`src/sv/qts_pkg.sv`:
```
// Shared types and codes for the query token scanner.
// Token kinds, error codes and the result record; no dependencies.
package qts_pkg;

  localparam int unsigned MAX_QUERY_LEN_DEF = 4096;
  localparam logic [11:0] POS_CAP = 12'hFFF;

  localparam logic [4:0] K_LPAREN = 5'd0;
  localparam logic [4:0] K_RPAREN = 5'd1;
  localparam logic [4:0] K_COLON  = 5'd2;
  localparam logic [4:0] K_EQ     = 5'd3;
  localparam logic [4:0] K_NEQ    = 5'd4;
  localparam logic [4:0] K_LT     = 5'd5;
  localparam logic [4:0] K_LTE    = 5'd6;
  localparam logic [4:0] K_GT     = 5'd7;
  localparam logic [4:0] K_GTE    = 5'd8;
  localparam logic [4:0] K_REGEX  = 5'd9;
  localparam logic [4:0] K_STRING = 5'd10;
  localparam logic [4:0] K_FIELD  = 5'd11;
  localparam logic [4:0] K_AND    = 5'd12;
  localparam logic [4:0] K_OR     = 5'd13;
  localparam logic [4:0] K_NOT    = 5'd14;
  localparam logic [4:0] K_IP     = 5'd15;
  localparam logic [4:0] K_NUMBER = 5'd16;
  localparam logic [4:0] K_CIDR   = 5'd17;
  localparam logic [4:0] K_END    = 5'd18;

  localparam logic [2:0] ERR_NONE      = 3'd0;
  localparam logic [2:0] ERR_UNEXP     = 3'd1;
  localparam logic [2:0] ERR_BAD_OP    = 3'd2;
  localparam logic [2:0] ERR_OPEN_STR  = 3'd3;
  localparam logic [2:0] ERR_OPEN_RE   = 3'd4;
  localparam logic [2:0] ERR_NO_PREFIX = 3'd5;

  typedef struct packed {
    logic [4:0]  token_kind;
    logic [11:0] tok_start;
    logic [12:0] value_length;
    logic [7:0]  prefix_len;
    logic [2:0]  error_code;
    logic        run_last;
    logic        query_done;
  } res_t;

endpackage

```
`src/sv/qts_if.sv`:
```
// Channel interfaces for the query token scanner: character in, token out.
// Depends on nothing.
interface qts_in_if;
  logic       valid;
  logic       ready;
  logic       mode;
  logic [7:0] char_in;

  modport source (output valid, output mode, output char_in, input ready);
  modport sink   (input valid, input mode, input char_in, output ready);
endinterface

interface qts_out_if;
  logic        valid;
  logic        ready;
  logic [4:0]  token_kind;
  logic [11:0] tok_start;
  logic [12:0] value_length;
  logic [7:0]  prefix_len;
  logic [2:0]  error_code;
  logic        run_last;
  logic        query_done;

  modport source (output valid, output token_kind, output tok_start, output value_length,
                  output prefix_len, output error_code, output run_last, output query_done,
                  input ready);
  modport sink   (input valid, input token_kind, input tok_start, input value_length,
                  input prefix_len, input error_code, input run_last, input query_done,
                  output ready);
endinterface

```
`src/sv/qts_scan.sv`:
```
// Lexer state and single-pass step logic: one character per accepted word,
// up to two result records out. Depends on qts_pkg.
module qts_scan #(
  parameter int unsigned MAX_QUERY_LEN = qts_pkg::MAX_QUERY_LEN_DEF
) (
  input  logic             clk_i,
  input  logic             rst_ni,
  input  logic             acc_i,
  input  logic             mode_i,
  input  logic [7:0]       char_i,
  output qts_pkg::res_t    res0_o,
  output qts_pkg::res_t    res1_o,
  output logic [1:0]       res_v_o
);
  import qts_pkg::*;

  localparam int unsigned VAL_CAP = (MAX_QUERY_LEN < 8191) ? MAX_QUERY_LEN : 8191;

  localparam logic [3:0] S_IDLE      = 4'd0;
  localparam logic [3:0] S_LT        = 4'd1;
  localparam logic [3:0] S_GT        = 4'd2;
  localparam logic [3:0] S_EQ        = 4'd3;
  localparam logic [3:0] S_BANG      = 4'd4;
  localparam logic [3:0] S_TILDE     = 4'd5;
  localparam logic [3:0] S_REGEX     = 4'd6;
  localparam logic [3:0] S_REGEX_BSL = 4'd7;
  localparam logic [3:0] S_STRING    = 4'd8;
  localparam logic [3:0] S_STR_ESC   = 4'd9;
  localparam logic [3:0] S_WORD      = 4'd10;
  localparam logic [3:0] S_NUMBER    = 4'd11;
  localparam logic [3:0] S_PREFIX    = 4'd12;
  localparam logic [3:0] S_ERROR     = 4'd13;

  logic [3:0]  st_q, st_d;
  logic        qs_q, qs_d;
  logic [11:0] pos_q, pos_d;
  logic [11:0] ts_q, ts_d;
  logic [12:0] vc_q, vc_d;
  logic [2:0]  dots_q, dots_d;
  logic        colon_q, colon_d;
  logic [7:0]  pv_q, pv_d;
  logic        phd_q, phd_d;
  logic [2:0]  kw_q, kw_d;

  function automatic logic is_digit(input logic [7:0] c);
    return (c >= "0") && (c <= "9");
  endfunction

  function automatic logic is_alpha(input logic [7:0] c);
    return ((c >= "a") && (c <= "z")) || ((c >= "A") && (c <= "Z"));
  endfunction

  function automatic logic is_hex(input logic [7:0] c);
    return ((c >= "a") && (c <= "f")) || ((c >= "A") && (c <= "F"));
  endfunction

  function automatic logic [12:0] sat_add(input logic [12:0] v, input logic [1:0] k);
    logic [13:0] s;
    s = {1'b0, v} + {12'd0, k};
    if (s > 14'(VAL_CAP)) return 13'(VAL_CAP);
    return s[12:0];
  endfunction

  function automatic res_t mk_res(input logic [4:0] kind, input logic [11:0] start,
                                  input logic [12:0] len, input logic [7:0] pfx,
                                  input logic [2:0] err, input logic done);
    res_t r;
    r.token_kind   = kind;
    r.tok_start    = start;
    r.value_length = len;
    r.prefix_len   = pfx;
    r.error_code   = err;
    r.run_last     = 1'b0;
    r.query_done   = done;
    return r;
  endfunction

  // keyword match masks after one more word character at index vc_q
  function automatic logic [2:0] kw_step(input logic [2:0] kw, input logic [12:0] i,
                                         input logic [7:0] c);
    logic [7:0] u;
    logic [2:0] ok;
    u = ((c >= "a") && (c <= "z")) ? c - 8'd32 : c;
    ok[0] = ((i == 13'd0) && (u == "A")) || ((i == 13'd1) && (u == "N")) ||
            ((i == 13'd2) && (u == "D"));
    ok[1] = ((i == 13'd0) && (u == "O")) || ((i == 13'd1) && (u == "R"));
    ok[2] = ((i == 13'd0) && (u == "N")) || ((i == 13'd1) && (u == "O")) ||
            ((i == 13'd2) && (u == "T"));
    return kw & ok;
  endfunction

  function automatic logic [4:0] word_kind(input logic [12:0] vc, input logic [2:0] kw);
    if ((vc == 13'd3) && kw[0]) return K_AND;
    if ((vc == 13'd2) && kw[1]) return K_OR;
    if ((vc == 13'd3) && kw[2]) return K_NOT;
    return K_FIELD;
  endfunction

  // outcome of scanning c from the idle state
  logic        id_v;
  res_t        id_r;
  logic [3:0]  id_st;
  logic [11:0] id_ts;
  logic [12:0] id_vc;
  logic        id_qs;
  logic [2:0]  id_dots;
  logic        id_colon;
  logic [2:0]  id_kw;

  always_comb begin
    id_v     = 1'b0;
    id_r     = mk_res(K_END, pos_q, 13'd0, 8'd0, ERR_UNEXP, 1'b1);
    id_st    = S_IDLE;
    id_ts    = ts_q;
    id_vc    = vc_q;
    id_qs    = qs_q;
    id_dots  = dots_q;
    id_colon = colon_q;
    id_kw    = kw_q;
    if (char_i == " " || (char_i >= 8'd9 && char_i <= 8'd13)) begin
      id_st = S_IDLE;
    end else if (char_i == "(") begin
      id_v = 1'b1;
      id_r = mk_res(K_LPAREN, pos_q, 13'd1, 8'd0, ERR_NONE, 1'b0);
    end else if (char_i == ")") begin
      id_v = 1'b1;
      id_r = mk_res(K_RPAREN, pos_q, 13'd1, 8'd0, ERR_NONE, 1'b0);
    end else if (char_i == ":") begin
      id_v = 1'b1;
      id_r = mk_res(K_COLON, pos_q, 13'd1, 8'd0, ERR_NONE, 1'b0);
    end else if (char_i == "<" || char_i == ">" || char_i == "=" || char_i == "!" ||
                 char_i == "~" || char_i == "\"" || char_i == "'") begin
      id_ts = pos_q;
      id_vc = 13'd0;
      case (char_i)
        "<":     id_st = S_LT;
        ">":     id_st = S_GT;
        "=":     id_st = S_EQ;
        "!":     id_st = S_BANG;
        "~":     id_st = S_TILDE;
        default: begin
          id_st = S_STRING;
          id_qs = (char_i == "'");
        end
      endcase
    end else if (is_digit(char_i)) begin
      id_st    = S_NUMBER;
      id_ts    = pos_q;
      id_vc    = 13'd1;
      id_dots  = 3'd0;
      id_colon = 1'b0;
    end else if (is_alpha(char_i) || char_i == "_" || char_i == "*") begin
      id_st = S_WORD;
      id_ts = pos_q;
      id_vc = 13'd1;
      id_kw = kw_step(3'b111, 13'd0, char_i);
    end else begin
      id_v  = 1'b1;
      id_st = S_ERROR;
    end
  end

  logic        a_v, b_v, do_idle, no_end;
  res_t        a_r, b_r;
  logic [11:0] pv_mul;

  assign pv_mul = ({4'd0, pv_q} << 3) + ({4'd0, pv_q} << 1) + {8'd0, char_i[3:0]};

  always_comb begin
    st_d    = st_q;
    qs_d    = qs_q;
    pos_d   = pos_q;
    ts_d    = ts_q;
    vc_d    = vc_q;
    dots_d  = dots_q;
    colon_d = colon_q;
    pv_d    = pv_q;
    phd_d   = phd_q;
    kw_d    = kw_q;
    a_v     = 1'b0;
    a_r     = mk_res(K_END, ts_q, 13'd0, 8'd0, ERR_NONE, 1'b0);
    b_v     = 1'b0;
    b_r     = mk_res(K_END, pos_q, 13'd0, 8'd0, ERR_NONE, 1'b1);
    do_idle = 1'b0;
    no_end  = 1'b0;
    if (mode_i) begin
      case (st_q)
        S_ERROR: no_end = 1'b1;
        S_LT: begin
          a_v = 1'b1;
          a_r = mk_res(K_LT, ts_q, 13'd1, 8'd0, ERR_NONE, 1'b0);
        end
        S_GT: begin
          a_v = 1'b1;
          a_r = mk_res(K_GT, ts_q, 13'd1, 8'd0, ERR_NONE, 1'b0);
        end
        S_EQ: begin
          a_v = 1'b1;
          a_r = mk_res(K_EQ, ts_q, 13'd1, 8'd0, ERR_NONE, 1'b0);
        end
        S_BANG, S_TILDE, S_REGEX, S_REGEX_BSL, S_STRING, S_STR_ESC: begin
          a_v    = 1'b1;
          no_end = 1'b1;
          case (st_q)
            S_BANG:              a_r = mk_res(K_END, ts_q, 13'd0, 8'd0, ERR_BAD_OP, 1'b1);
            S_TILDE:             a_r = mk_res(K_END, ts_q, 13'd0, 8'd0, ERR_UNEXP, 1'b1);
            S_REGEX, S_REGEX_BSL: a_r = mk_res(K_END, ts_q, 13'd0, 8'd0, ERR_OPEN_RE, 1'b1);
            default:             a_r = mk_res(K_END, ts_q, 13'd0, 8'd0, ERR_OPEN_STR, 1'b1);
          endcase
        end
        S_WORD: begin
          a_v = 1'b1;
          a_r = mk_res(word_kind(vc_q, kw_q), ts_q, vc_q, 8'd0, ERR_NONE, 1'b0);
        end
        S_NUMBER: begin
          a_v = 1'b1;
          a_r = mk_res((colon_q || dots_q == 3'd3) ? K_IP : K_NUMBER, ts_q, vc_q, 8'd0,
                       ERR_NONE, 1'b0);
        end
        S_PREFIX: begin
          a_v = 1'b1;
          if (!phd_q) begin
            no_end = 1'b1;
            a_r    = mk_res(K_END, ts_q, 13'd0, 8'd0, ERR_NO_PREFIX, 1'b1);
          end else begin
            a_r = mk_res(K_CIDR, ts_q, vc_q, pv_q, ERR_NONE, 1'b0);
          end
        end
        default: a_v = 1'b0;
      endcase
      b_v     = !no_end;
      // new query
      st_d    = S_IDLE;
      qs_d    = 1'b0;
      pos_d   = 12'd0;
      ts_d    = 12'd0;
      vc_d    = 13'd0;
      dots_d  = 3'd0;
      colon_d = 1'b0;
      pv_d    = 8'd0;
      phd_d   = 1'b0;
      kw_d    = 3'b111;
    end else begin
      case (st_q)
        S_LT, S_GT: begin
          a_v  = 1'b1;
          st_d = S_IDLE;
          if (char_i == "=") begin
            a_r = mk_res((st_q == S_LT) ? K_LTE : K_GTE, ts_q, 13'd2, 8'd0, ERR_NONE, 1'b0);
          end else begin
            a_r     = mk_res((st_q == S_LT) ? K_LT : K_GT, ts_q, 13'd1, 8'd0, ERR_NONE, 1'b0);
            do_idle = 1'b1;
          end
        end
        S_EQ: begin
          a_v  = 1'b1;
          st_d = S_IDLE;
          a_r  = mk_res(K_EQ, ts_q, (char_i == "=") ? 13'd2 : 13'd1, 8'd0, ERR_NONE, 1'b0);
          do_idle = (char_i != "=");
        end
        S_BANG: begin
          a_v = 1'b1;
          if (char_i == "=") begin
            st_d = S_IDLE;
            a_r  = mk_res(K_NEQ, ts_q, 13'd2, 8'd0, ERR_NONE, 1'b0);
          end else begin
            st_d = S_ERROR;
            a_r  = mk_res(K_END, ts_q, 13'd0, 8'd0, ERR_BAD_OP, 1'b1);
          end
        end
        S_TILDE: begin
          if (char_i == "/") begin
            st_d = S_REGEX;
          end else begin
            a_v  = 1'b1;
            st_d = S_ERROR;
            a_r  = mk_res(K_END, ts_q, 13'd0, 8'd0, ERR_UNEXP, 1'b1);
          end
        end
        S_REGEX: begin
          if (char_i == "/") begin
            a_v  = 1'b1;
            st_d = S_IDLE;
            a_r  = mk_res(K_REGEX, ts_q, vc_q, 8'd0, ERR_NONE, 1'b0);
          end else if (char_i == "\\") begin
            st_d = S_REGEX_BSL;
          end else begin
            vc_d = sat_add(vc_q, 2'd1);
          end
        end
        S_REGEX_BSL: begin
          // an escaped slash counts once, any other escape keeps the backslash
          if (char_i == "/") begin
            vc_d = sat_add(vc_q, 2'd1);
            st_d = S_REGEX;
          end else if (char_i == "\\") begin
            vc_d = sat_add(vc_q, 2'd1);
          end else begin
            vc_d = sat_add(vc_q, 2'd2);
            st_d = S_REGEX;
          end
        end
        S_STRING: begin
          if (char_i == (qs_q ? 8'h27 : 8'h22)) begin
            a_v  = 1'b1;
            st_d = S_IDLE;
            a_r  = mk_res(K_STRING, ts_q, vc_q, 8'd0, ERR_NONE, 1'b0);
          end else if (char_i == "\\") begin
            st_d = S_STR_ESC;
          end else begin
            vc_d = sat_add(vc_q, 2'd1);
          end
        end
        S_STR_ESC: begin
          vc_d = sat_add(vc_q, 2'd1);
          st_d = S_STRING;
        end
        S_WORD: begin
          if (is_alpha(char_i) || is_digit(char_i) || char_i == "_" || char_i == "." ||
              char_i == "-" || char_i == "*") begin
            kw_d = kw_step(kw_q, vc_q, char_i);
            vc_d = sat_add(vc_q, 2'd1);
          end else begin
            a_v     = 1'b1;
            a_r     = mk_res(word_kind(vc_q, kw_q), ts_q, vc_q, 8'd0, ERR_NONE, 1'b0);
            do_idle = 1'b1;
          end
        end
        S_NUMBER: begin
          if (is_digit(char_i) || is_hex(char_i)) begin
            vc_d = sat_add(vc_q, 2'd1);
          end else if (char_i == ".") begin
            if (dots_q < 3'd4) dots_d = dots_q + 3'd1;
            vc_d = sat_add(vc_q, 2'd1);
          end else if (char_i == ":") begin
            colon_d = 1'b1;
            vc_d    = sat_add(vc_q, 2'd1);
          end else if (char_i == "/") begin
            vc_d  = sat_add(vc_q, 2'd1);
            pv_d  = 8'd0;
            phd_d = 1'b0;
            st_d  = S_PREFIX;
          end else begin
            a_v     = 1'b1;
            a_r     = mk_res((colon_q || dots_q == 3'd3) ? K_IP : K_NUMBER, ts_q, vc_q, 8'd0,
                             ERR_NONE, 1'b0);
            do_idle = 1'b1;
          end
        end
        S_PREFIX: begin
          if (is_digit(char_i)) begin
            pv_d  = (pv_mul > 12'd255) ? 8'd255 : pv_mul[7:0];
            phd_d = 1'b1;
            vc_d  = sat_add(vc_q, 2'd1);
          end else if (!phd_q) begin
            a_v  = 1'b1;
            st_d = S_ERROR;
            a_r  = mk_res(K_END, ts_q, 13'd0, 8'd0, ERR_NO_PREFIX, 1'b1);
          end else begin
            a_v     = 1'b1;
            a_r     = mk_res(K_CIDR, ts_q, vc_q, pv_q, ERR_NONE, 1'b0);
            do_idle = 1'b1;
          end
        end
        S_ERROR: st_d = S_ERROR;
        default: do_idle = 1'b1;
      endcase
      if (do_idle) begin
        b_v     = id_v;
        b_r     = id_r;
        st_d    = id_st;
        ts_d    = id_ts;
        vc_d    = id_vc;
        qs_d    = id_qs;
        dots_d  = id_dots;
        colon_d = id_colon;
        kw_d    = id_kw;
      end
      if (pos_q < POS_CAP) pos_d = pos_q + 12'd1;
    end
  end

  always_comb begin
    res0_o          = a_v ? a_r : b_r;
    res0_o.run_last = !(a_v && b_v);
    res1_o          = b_r;
    res1_o.run_last = 1'b1;
    res_v_o         = {a_v && b_v, a_v || b_v};
  end

  always_ff @(posedge clk_i or negedge rst_ni) begin
    if (!rst_ni) begin
      st_q    <= S_IDLE;
      qs_q    <= 1'b0;
      pos_q   <= 12'd0;
      ts_q    <= 12'd0;
      vc_q    <= 13'd0;
      dots_q  <= 3'd0;
      colon_q <= 1'b0;
      pv_q    <= 8'd0;
      phd_q   <= 1'b0;
      kw_q    <= 3'b111;
    end else if (acc_i) begin
      st_q    <= st_d;
      qs_q    <= qs_d;
      pos_q   <= pos_d;
      ts_q    <= ts_d;
      vc_q    <= vc_d;
      dots_q  <= dots_d;
      colon_q <= colon_d;
      pv_q    <= pv_d;
      phd_q   <= phd_d;
      kw_q    <= kw_d;
    end
  end

endmodule

```
`src/sv/qts_fifo.sv`:
```
// Four-entry result queue: takes up to two records per cycle, gives one.
// Depends on qts_pkg.
module qts_fifo (
  input  logic          clk_i,
  input  logic          rst_ni,
  input  logic [1:0]    wr_v_i,
  input  qts_pkg::res_t wr0_i,
  input  qts_pkg::res_t wr1_i,
  output logic          space2_o,
  output logic          rd_v_o,
  input  logic          rd_ready_i,
  output qts_pkg::res_t rd_o
);
  import qts_pkg::*;

  res_t       mem_q [4];
  logic [1:0] wp_q, rp_q;
  logic [2:0] cnt_q;
  logic       pop;
  logic [2:0] n_wr;

  assign pop      = rd_v_o && rd_ready_i;
  assign n_wr     = {2'd0, wr_v_i[0]} + {2'd0, wr_v_i[1]};
  assign rd_v_o   = (cnt_q != 3'd0);
  assign rd_o     = mem_q[rp_q];
  assign space2_o = (cnt_q <= 3'd2);

  always_ff @(posedge clk_i) begin
    if (wr_v_i[0]) mem_q[wp_q] <= wr0_i;
    if (wr_v_i[1]) mem_q[wp_q + 2'd1] <= wr1_i;
  end

  always_ff @(posedge clk_i or negedge rst_ni) begin
    if (!rst_ni) begin
      wp_q  <= 2'd0;
      rp_q  <= 2'd0;
      cnt_q <= 3'd0;
    end else begin
      wp_q  <= wp_q + n_wr[1:0];
      if (pop) rp_q <= rp_q + 2'd1;
      cnt_q <= cnt_q + n_wr - {2'd0, pop};
    end
  end

endmodule

```
`src/sv/query_token_scanner_unit.sv`:
```
// Query token scanner: takes one query character (or the end-of-query word)
// per cycle while input ready is high and delivers token records through a
// four-entry result queue, one record per cycle while the output is ready.
// A character that yields one record or none is taken every cycle; one that
// closes a pending token and yields two records needs two output transfers,
// so a long run of them is paced by the output port.
// Input ready is low while the queue holds more than two records.
// Depends on qts_pkg, qts_if, qts_scan and qts_fifo.
module query_token_scanner_unit #(
  parameter int unsigned MAX_QUERY_LEN = qts_pkg::MAX_QUERY_LEN_DEF
) (
  input  logic        clk_i,
  input  logic        rst_ni,
  qts_in_if.sink      in_i,
  qts_out_if.source   out_o
);
  import qts_pkg::*;

  logic       acc;
  logic       space2;
  res_t       res0, res1, head;
  logic [1:0] res_v;

  assign in_i.ready = space2;
  assign acc        = in_i.valid && space2;

  qts_scan #(
    .MAX_QUERY_LEN(MAX_QUERY_LEN)
  ) u_scan (
    .clk_i   (clk_i),
    .rst_ni  (rst_ni),
    .acc_i   (acc),
    .mode_i  (in_i.mode),
    .char_i  (in_i.char_in),
    .res0_o  (res0),
    .res1_o  (res1),
    .res_v_o (res_v)
  );

  qts_fifo u_fifo (
    .clk_i      (clk_i),
    .rst_ni     (rst_ni),
    .wr_v_i     (res_v & {2{acc}}),
    .wr0_i      (res0),
    .wr1_i      (res1),
    .space2_o   (space2),
    .rd_v_o     (out_o.valid),
    .rd_ready_i (out_o.ready),
    .rd_o       (head)
  );

  assign out_o.token_kind   = head.token_kind;
  assign out_o.tok_start    = head.tok_start;
  assign out_o.value_length = head.value_length;
  assign out_o.prefix_len   = head.prefix_len;
  assign out_o.error_code   = head.error_code;
  assign out_o.run_last     = head.run_last;
  assign out_o.query_done   = head.query_done;

endmodule

```
`src/flat_wrapper.sv`:
```
// flat-port wrapper written by rule: the top's interface ports become plain ports
module query_token_scanner_unit_flat import qts_pkg::*;
#(
  parameter int unsigned MAX_QUERY_LEN = qts_pkg::MAX_QUERY_LEN_DEF
)
  (clk_i, rst_ni, in_i_valid, in_i_mode, in_i_char_in, in_i_ready, out_o_valid, out_o_token_kind, out_o_tok_start, out_o_value_length, out_o_prefix_len, out_o_error_code, out_o_run_last, out_o_query_done, out_o_ready);
  qts_in_if in_i_i ();
  qts_out_if out_o_i ();
  input  logic clk_i;
  input  logic rst_ni;
  input wire logic [$bits(in_i_i.valid)-1:0] in_i_valid;
  input wire logic [$bits(in_i_i.mode)-1:0] in_i_mode;
  input wire logic [$bits(in_i_i.char_in)-1:0] in_i_char_in;
  output wire logic [$bits(in_i_i.ready)-1:0] in_i_ready;
  output wire logic [$bits(out_o_i.valid)-1:0] out_o_valid;
  output wire logic [$bits(out_o_i.token_kind)-1:0] out_o_token_kind;
  output wire logic [$bits(out_o_i.tok_start)-1:0] out_o_tok_start;
  output wire logic [$bits(out_o_i.value_length)-1:0] out_o_value_length;
  output wire logic [$bits(out_o_i.prefix_len)-1:0] out_o_prefix_len;
  output wire logic [$bits(out_o_i.error_code)-1:0] out_o_error_code;
  output wire logic [$bits(out_o_i.run_last)-1:0] out_o_run_last;
  output wire logic [$bits(out_o_i.query_done)-1:0] out_o_query_done;
  input wire logic [$bits(out_o_i.ready)-1:0] out_o_ready;
  assign in_i_i.valid = in_i_valid;
  assign in_i_i.mode = in_i_mode;
  assign in_i_i.char_in = in_i_char_in;
  assign in_i_ready = in_i_i.ready;
  assign out_o_valid = out_o_i.valid;
  assign out_o_token_kind = out_o_i.token_kind;
  assign out_o_tok_start = out_o_i.tok_start;
  assign out_o_value_length = out_o_i.value_length;
  assign out_o_prefix_len = out_o_i.prefix_len;
  assign out_o_error_code = out_o_i.error_code;
  assign out_o_run_last = out_o_i.run_last;
  assign out_o_query_done = out_o_i.query_done;
  assign out_o_i.ready = out_o_ready;
  query_token_scanner_unit #(.MAX_QUERY_LEN(MAX_QUERY_LEN)) u_core (.clk_i(clk_i), .rst_ni(rst_ni), .in_i(in_i_i), .out_o(out_o_i));
endmodule
```
`config.mk`:
```
export PLATFORM = sky130hd
export DESIGN_NAME = query_token_scanner_unit_flat
export DESIGN_NICKNAME = d
export VERILOG_FILES = /design/src/sv/qts_pkg.sv /design/src/sv/qts_if.sv /design/src/sv/qts_scan.sv /design/src/sv/qts_fifo.sv /design/src/sv/query_token_scanner_unit.sv /design/src/flat_wrapper.sv
export SDC_FILE = /design/constraint.sdc
export NUM_CORES = 1
export LEC_CHECK = 0
export BUFFER_PORTS_ARGS = -buffer_cell sky130_fd_sc_hd__buf_2
export CORE_ASPECT_RATIO = 1.5
export CORE_MARGIN = 1
export CORE_UTILIZATION = 35
export CTS_BUF_LIST = sky130_fd_sc_hd__clkbuf_16
export DETAILED_ROUTE_END_ITERATION = 7
export SYNTH_ARGS = -nofsm -noshare
export SYNTH_HDL_FRONTEND = slang
export SYNTH_SLANG_ARGS = --single-unit
```
`constraint.sdc`:
```
create_clock -name clk_i -period 4.43 [get_ports clk_i]
set_input_delay 1.1075 -clock clk_i [delete_from_list [all_inputs] [get_ports clk_i]]
set_output_delay 1.1075 -clock clk_i [all_outputs]
set_load 0.005 [all_outputs]
```
==> metrics.yaml, run 1 <==
status: "complete, no violations"
initial_core_util_pct: 35.7
worst-path-max-fanout: 8
cts_sinks: 237
final_area_sq_mm: 0.0160
ys.warnings.count: 0
synth_top_area_share_pct: 15.7
tightest_slew_ns: 1.18
swShare_pct: 38.9
critPathLaunchType: "input pin"
grt_max_degree: 54
period_minus_slack_ns: 4.02
maxSlewViolCount: 0
netlist_top_cells_area: "edfxtp_1 16%, dfxtp_1 14%, dfrtp_1 11%"
row_count: 88
intPower_uw: 4800
fp.dieH_um: 245
dr_wl_met3_um: 1760
leakagePower_uw: 0.00610
async_flop_share_pct: 27.4
hold_viol_final: 0
wl_met1_um: 16900
cts_setup_buffers: 0
synth_cell_type_count: 92
synth_ff_type: "dfxtp_1"
rsz0062_at_grt: "no"
cts_buffers: 23
die_w_um: 164
root_buffer: "clkbuf_16"
clkSlewWorstSetupHoldPaths_ns: 0.06
drt-pass1-iter-count: 7
drc: 0
syn_nets: 1463
syn_avg_cell_area_sq_um: 9.77
p_switching_uw: 3050
combPwrFrac_pct: 39.5
ys_seq_elements: 237
min_path_cells: 2
drive_gt1_share_pct: 22.3
layout.nets: 1557
setup_viol: 0
ios: 58
hpwl_um: 31800
postRouteAntennaNets: 0
place_congestion: 0.902
diodes: 0
synth-edff-count: 72
grt_pass1_vias: 11700
syn_area_sq_mm: 0.0138
cts_hold_buffers: 0
syn2layout_area_growth_pct: 15.7
top_layer: "met4"
drt-total-wl_um: 42800
vias: 11800
antenna_found_initial: 0
syn-instance-count: 1413
clock_latency_ns: 0.52
placed_area_sq_mm: 0.0153
ir_drop_uv: 346
slowest_delay_ns: 0.52
finalPower_uw: 7850
port_buffers: 57
grt_pass1_wl_um: 66900
drt_iter0_drc: 835
maxCapViolations: 0
crit_chain: "buf_2, or4b_4, o32a_1, o211ai_2, buf_4, nor3_2, nor2_8, a41oi_4, nor2_4, a21oi_1, ha_1, inv_1, ha_1, inv_1, ha_2, inv_2, fa_2, xor2_1, xnor2_1"
cts-resized-gates: 0
yosysSeqAreaShare_pct: 42.0
worst_path_max_delay_cell: "or4b_4"
p_per_area_mw_per_mm2: 492
core_area_sq_mm: 0.0386
required_ns: 4.83
seqPwrFrac_pct: 37.0
ctsLongestPathBuffers: 3
htree_levels: 1
path_class: "input pin to flip-flop"
r2r_cells: 16
slew_headroom_pct: 21.1
clockPowerShare_pct: 23.4
skew_ns: 0.0188
cts_tree: "done"
fmax_mhz: 249
gr-total-overflow: 0
arrival_ns: 4.42
fin_crit_sh_pct: 90.8
grtUsageTotal_pct: 21.4
vias_per_cell: 5.85
endpoint_kind: "flip-flop"
hp-class: "flip-flop to flip-flop"
floorplan.die_area_sq_mm: 0.0403
fillers: 3765
synth_top_cell_by_area: "edfxtp_1"
post_drt_wl_per_cell_um: 21.2
met2_length_um: 22300
[cells in the final DEF (no fill, tap or decap), types with 56 or more instances in the layout]
cell and instances:
o21ai_0 102, dfrtp_1 60, edfxtp_1 72, o21ai_1 56, dfxtp_1 100, nand3_1 128
buf_4 122, buf_2 57, nor2_1 66, nand2_1 105
[flip-flops by register name, summed over array words and instances (netlist names)]
signal                 flops
u_core.u_scan.pv_q         8
u_core.u_fifo.cnt_q        3
u_core.u_scan.pos_q       12
u_core.u_fifo.mem_q      172
u_core.u_scan.kw_q         3
u_core.u_scan.vc_q        13
u_core.u_fifo.wp_q         2
u_core.u_scan.ts_q        12
u_core.u_scan.colon_q      1
u_core.u_scan.st_q         4
u_core.u_scan.phd_q        1
u_core.u_fifo.rp_q         2
u_core.u_scan.qs_q         1
u_core.u_scan.dots_q       3
[kinds of logic after synthesis]
group / after synthesis / synth area share, %
AND/OR/NAND/NOR: 471 / 17.8
AO/OA/AOI/OAI: 424 / 21.2
flip-flops: 237 / 42.0
buffers and inverters: 156 / 5.21
multiplexers: 65 / 8.77
adder cells (fa/ha/maj): 38 / 3.59
XOR/XNOR: 22 / 1.40
[layer usage]
layer / track usage (%) / vias up
met4: 9.42 / 0
li1: - / 5536
met3: 1.96 / 113
met1: 25.1 / 5781
met2: 39.1 / 384
met5: 0 / -
[final timing paths]
| check | from | to | slack [ns] |
|---|---|---|---|
| max in group asynchronous | rst_ni | u_core.u_fifo.rp_q[0] | 3.02 |
| setup reg to reg | u_core.u_scan.st_q[1] | u_core.u_fifo.cnt_q[2] | 0.61 |
| min in group asynchronous | rst_ni | u_core.u_scan.ts_q[11] | 0.70 |
| hold / removal | u_core.u_fifo.mem_q[1][14] | u_core.u_fifo.mem_q[1][14] | 0.46 |
| hold reg to reg | u_core.u_fifo.mem_q[1][14] | u_core.u_fifo.mem_q[1][14] | 0.46 |
| setup / recovery | in_i_char_in[5] | u_core.u_fifo.cnt_q[2] | 0.41 |
[critical path, delay by kind of cell]
family	cells	cell delay [ns]
AO/OA/AOI/OAI	4	0.61
buffers and inverters	5	0.49
adder cells (fa/ha/maj)	4	1.07
AND/OR/NAND/NOR	4	0.84
XOR/XNOR	2	0.29
[power by group through the flow]
stage	registers (uW)	logic [uW]	clock network, uW
finish	2910	3100	1840
global route	2950	3340	1960
CTS	2900	3110	1880
detailed placement	2950	3090	0
global placement	2940	3080	0
floorplan	2700	2170	0
[per-stage QoR]
stage	utilization [%]	hold slack, ns	TNS, ns	setup WS, ns	cells
4_1_cts	41.3	0.461	0	0.382	2018
3_5_place_dp	39.5	0.452	-0.223	-0.164	1977
6_report	41.3	0.459	0	0.407	2018
2_1_floorplan	-	0.435	-0.508	-0.300	1413
3_3_place_gp	39.5	0.444	-0.114	-0.104	1977
5_1_grt	41.3	0.474	0	0.243	2018
[cells in the mapped netlist, drive strengths merged (5+ instances only)]
master and n:
a22oi 6, o211ai 13, nand3 130, inv 37
dfxtp 100, xor2 8, nor2 68, edfxtp 72
ha 34, a21oi 54, a211oi 6, mux4 43
buf 59, dfrtp 62, a41oi 6, clkbuf 60
nor3 34, o21ai 162, and3 12, xnor2 14
mux2 18, nand2b 25, a211o 7, nor4 10
a22o 50, o31ai 11, and2 7, or2 7
nand4 15, or3 10, o22ai 30, a21o 6
nor2b 23, and4 6, o21a 9, a31oi 16
a41o 5, nand2 105
[cell type report]
class                           instances  area, sq um  area share [%]
Inverter                               37          141           0.885
Sequential cell                       237         5800            36.3
Clock buffer                           24          601            3.76
Timing Repair Buffer                  188         1380            8.65
Tap cell                              495          619            3.88
Clock inverter                         17         92.6           0.580
Multi-Input combinational cell       1020         7340            46.0
No activity file was read; power rests on OpenSTA's default activity.
==> run 2, diff against run 1 <==
Settings changed: ABC_AREA from default to 1.
==> run 2 against run 1 <==
Effect of this change: sequential share of layout area is 0.94 points lower; worst hold slack better by 0.0020 ns; critical endpoint unchanged; synthesized cell count is 45% higher; clock-buffer cell count is 2 higher; clock power is 5% higher.
==> metrics.yaml, run 2 <==
status: "complete, no violations"  # unchanged
slew_headroom_pct: 32.2  # was 21.1%
root_buffer: "clkbuf_16"  # unchanged
synth-simple-area-share_pct: 34.2  # was 17.8%
layout_common_cells: "564 x nand2_1, 255 x nand3_1, 201 x nor2_1"  # was 128 x nand3_1, 122 x buf_4, 105 x nand2_1
worst-path-max-fanout: 6  # was 8
synth_mux_area_share_pct: 0  # was 8.77%
cts_sinks: 237  # unchanged
grt_max_degree: 73  # was 54
synth_cell_type_count: 54  # was 92
row_count: 90  # was 88
r2r_start: "u_core.u_scan.st_q[1]"  # unchanged
min_to: "u_core.u_fifo.mem_q[2][25]"  # was u_core.u_fifo.mem_q[1][14]
cts_tree: "done"  # unchanged
syn2layout_area_growth_pct: 13.1  # was 15.7%
synthTopCellsByCount: "564 x nand2_1, 255 x nand3_1, 201 x nor2_1, 196 x o21ai_0, 133 x inv_1"  # was 128 x nand3_1, 105 x nand2_1, 102 x o21ai_0, 100 x dfxtp_1, 72 x edfxtp_1
p_per_area_mw_per_mm2: 564  # was 492 mW/mm^2
maxSlewViolCount: 0  # unchanged
r2r_cells: 21  # was 16
die_w_um: 168  # was 164 um
grt_pass1_wl_um: 76700  # was 66900 um
core_area_sq_mm: 0.0405  # was 0.0386 sq mm
synth_most_common_cell: "nand2_1"  # was nand3_1
drive_gt1_share_pct: 12.0  # was 22.3%
drt-total-wl_um: 48900  # was 42800 um
gr-total-overflow: 0  # unchanged
critPathLaunchType: "input pin"  # unchanged
ys_seq_elements: 237  # unchanged
vias: 14300  # was 11800
fmax_mhz: 257  # was 249 MHz
maxCapViolations: 0  # unchanged
min_path_cells: 2  # unchanged
grt_pass1_vias: 14000  # was 11700
r2r_slack_ns: 0.67  # was 0.61 ns
endpoint_kind: "flip-flop"  # unchanged
final_area_sq_mm: 0.0164  # was 0.0160 sq mm
floorplan.die_area_sq_mm: 0.0422  # was 0.0403 sq mm
initial_core_util_pct: 35.7  # about the same
place_congestion: 0.925  # was 0.902
largest_reg_flops: 172  # unchanged
cts_hold_buffers: 0  # unchanged
htree_levels: 1  # unchanged
antenna_found_initial: 0  # unchanged
reg_top3: "u_core.u_fifo.mem_q (172), u_core.u_scan.vc_q (13)"  # unchanged
post_drt_wl_per_cell_um: 18.5  # was 21.2 um
required_ns: 4.88  # was 4.83 ns
synth_compound_area_share_pct: 13.5  # was 21.2%
syn_avg_cell_area_sq_um: 7.06  # was 9.77 sq um
fin_crit_sh_pct: 87.8  # was 90.8%
fin_ws_ns: 0.539  # was 0.407 ns
worstReg2RegEnd: "u_core.u_fifo.cnt_q[2]"  # unchanged
leakagePower_uw: 0.00739  # was 0.00610 uW
syn_nets: 2102  # was 1463
synth_top_family_by_area: "simple AND/OR/NAND/NOR gates"  # was compound AO/OA/AOI/OAI gates
layout.nets: 2170  # was 1557
fp.dieH_um: 251  # was 245 um
min-delay-start: "u_core.u_fifo.mem_q[2][25]"  # was u_core.u_fifo.mem_q[1][14]
cts-resized-gates: 0  # unchanged
tightest_slew_ns: 1.02  # was 1.18 ns
drt-pass1-iter-count: 5  # was 7
netlist_top_cells_area: "edfxtp_1 15%, nand2_1 15%, dfxtp_1 14%"  # was edfxtp_1 16%, dfxtp_1 14%, dfrtp_1 11%
yosysSeqAreaShare_pct: 40.0  # was 42.0%
clock_latency_ns: 0.53  # was 0.52 ns
post-route-util_pct: 40.4  # was 41.3%
synth_top_area_share_pct: 14.9  # was 15.7%
layout_commonest_cell: "nand2_1"  # was nand3_1
ir_drop_uv: 271  # was 346 uV
port_buffers: 57  # unchanged
synth_xor_area_share_pct: 0.967  # was 1.40%
synth_ff_type: "dfxtp_1"  # unchanged
syn-instance-count: 2052  # was 1413
ys.warnings.count: 0  # unchanged
regMostFlops: "u_core.u_fifo.mem_q"  # unchanged
hold_viol_final: 0  # unchanged
path_class: "input pin to flip-flop"  # unchanged
rsz0062_at_grt: "no"  # unchanged
synth_fa_ha_area_share_pct: 3.35  # was 3.59%
ctsLongestPathBuffers: 3  # unchanged
whs_ns: 0.461  # was 0.459 ns
synth-edff-count: 72  # unchanged
placed_area_sq_mm: 0.0157  # was 0.0153 sq mm
syn_area_sq_mm: 0.0145  # was 0.0138 sq mm
period_minus_slack_ns: 3.89  # was 4.02 ns
ios: 58  # unchanged
multiInputGateArea_sq_mm: 0.00753  # was 0.00734 sq mm
hpwl_um: 34600  # was 31800 um
cts_setup_buffers: 0  # unchanged
drc: 0  # unchanged
hp-class: "flip-flop to flip-flop"  # unchanged
setup_viol: 0  # unchanged
postRouteAntennaNets: 0  # unchanged
regArea_sq_mm: 0.00580  # about the same
grtUsageTotal_pct: 23.2  # was 21.4%
finalPower_uw: 9250  # was 7850 uW
vias_per_cell: 5.42  # was 5.85
diodes: 0  # unchanged
synth_top_cell_by_area: "edfxtp_1"  # unchanged
clkSlewWorstSetupHoldPaths_ns: 0.06  # about the same
cts_buffers: 24  # was 23
arrival_ns: 4.34  # was 4.42 ns
pre_cts_slack_ns: -0.00258  # was -0.164 ns
skew_ns: 0.0164  # was 0.0188 ns
async_flop_share_pct: 27.4  # unchanged
drt_iter0_drc: 1037  # was 835
fillers: 4211  # was 3765
-- run 2: changes by cell type after synthesis, moves of 16 or more --
cell      before  now
o21ai_0      102  196
mux2_2        18    0
inv_1         37  133
nand2b_1      25    0
o21ai_1       56   25
nor2b_1       23    0
nand3_1      128  255
mux4_2        43    0
nor2_1        66  201
a22o_1        50    0
nand2_1      105  564
inv_2          0   16
o22ai_1       30   54
-- run 2: cell families after synthesis --
logic type / after synthesis
xor+xnor: 16
flops: 237
compound gates: 358
buf+inv: 272
fa+ha+maj: 37
simple gates: 1132
-- run 2: critical path, stage by stage --
cell	delay, ns
buf_2	0.14
nor2_2	0.18
nand3_2	0.23
nor3_1	0.28
o21a_1	0.19
nor2_1	0.07
nand3_1	0.11
nor2_2	0.07
a21oi_4	0.22
nand2_4	0.07
nand2_1	0.05
inv_1	0.04
ha_1	0.30
inv_1	0.05
ha_1	0.26
inv_1	0.06
ha_1	0.14
inv_1	0.05
fa_1	0.37
xnor2_1	0.18
xor2_1	0.17
-- run 2: cell type report --
| type | instances | area share, % |
|---|---|---|
| Clock buffer | 26 | 3.97 |
| Clock inverter | 18 | 0.481 |
| Inverter | 154 | 3.53 |
| Multi-Input combinational cell | 1543 | 46.0 |
| Sequential cell | 237 | 35.4 |
| Tap cell | 506 | 3.86 |
| Timing Repair Buffer | 160 | 6.84 |
-- run 2: worst max path at each step --
stage | startpoint | cells after the start | to | slack [ns]
after CTS | in_i_char_in[6] | 21 | u_core.u_fifo.cnt_q[2] | 0.53
final | in_i_char_in[6] | 21 | u_core.u_fifo.cnt_q[2] | 0.54
after global placement | in_i_char_in[6] | 21 | u_core.u_fifo.cnt_q[2] | 0.07
after detailed placement | in_i_char_in[6] | 21 | u_core.u_fifo.cnt_q[2] | -0.003
after floorplan | in_i_char_in[1] | 24 | u_core.u_fifo.cnt_q[2] | 0.20
after global routing | in_i_char_in[2] | 27 | u_core.u_fifo.cnt_q[2] | 0.19
-- run 2: report_power, final --
| group | switching (uW) | internal, uW |
|---|---|---|
| sequential | 298 | 2740 |
| combinational | 2930 | 1360 |
| clock | 873 | 1050 |
| total | 4100 | 5150 |
-- run 2: through the flow --
stage	instances	setup TNS, ns
6_report	2644	0
5_1_grt	2644	0
4_1_cts	2644	0
3_5_place_dp	2600	-0.00258
3_3_place_gp	2600	0
2_1_floorplan	2052	0
-- run 2: routing by layer --
| layer | GRT usage (%) | routed length [um] |
|---|---|---|
| met1 | 26.1 | 18700 |
| met2 | 43.1 | 25200 |
| met3 | 2.14 | 2440 |
| met4 | 12.4 | 2540 |
| met5 | 0 | 0 |
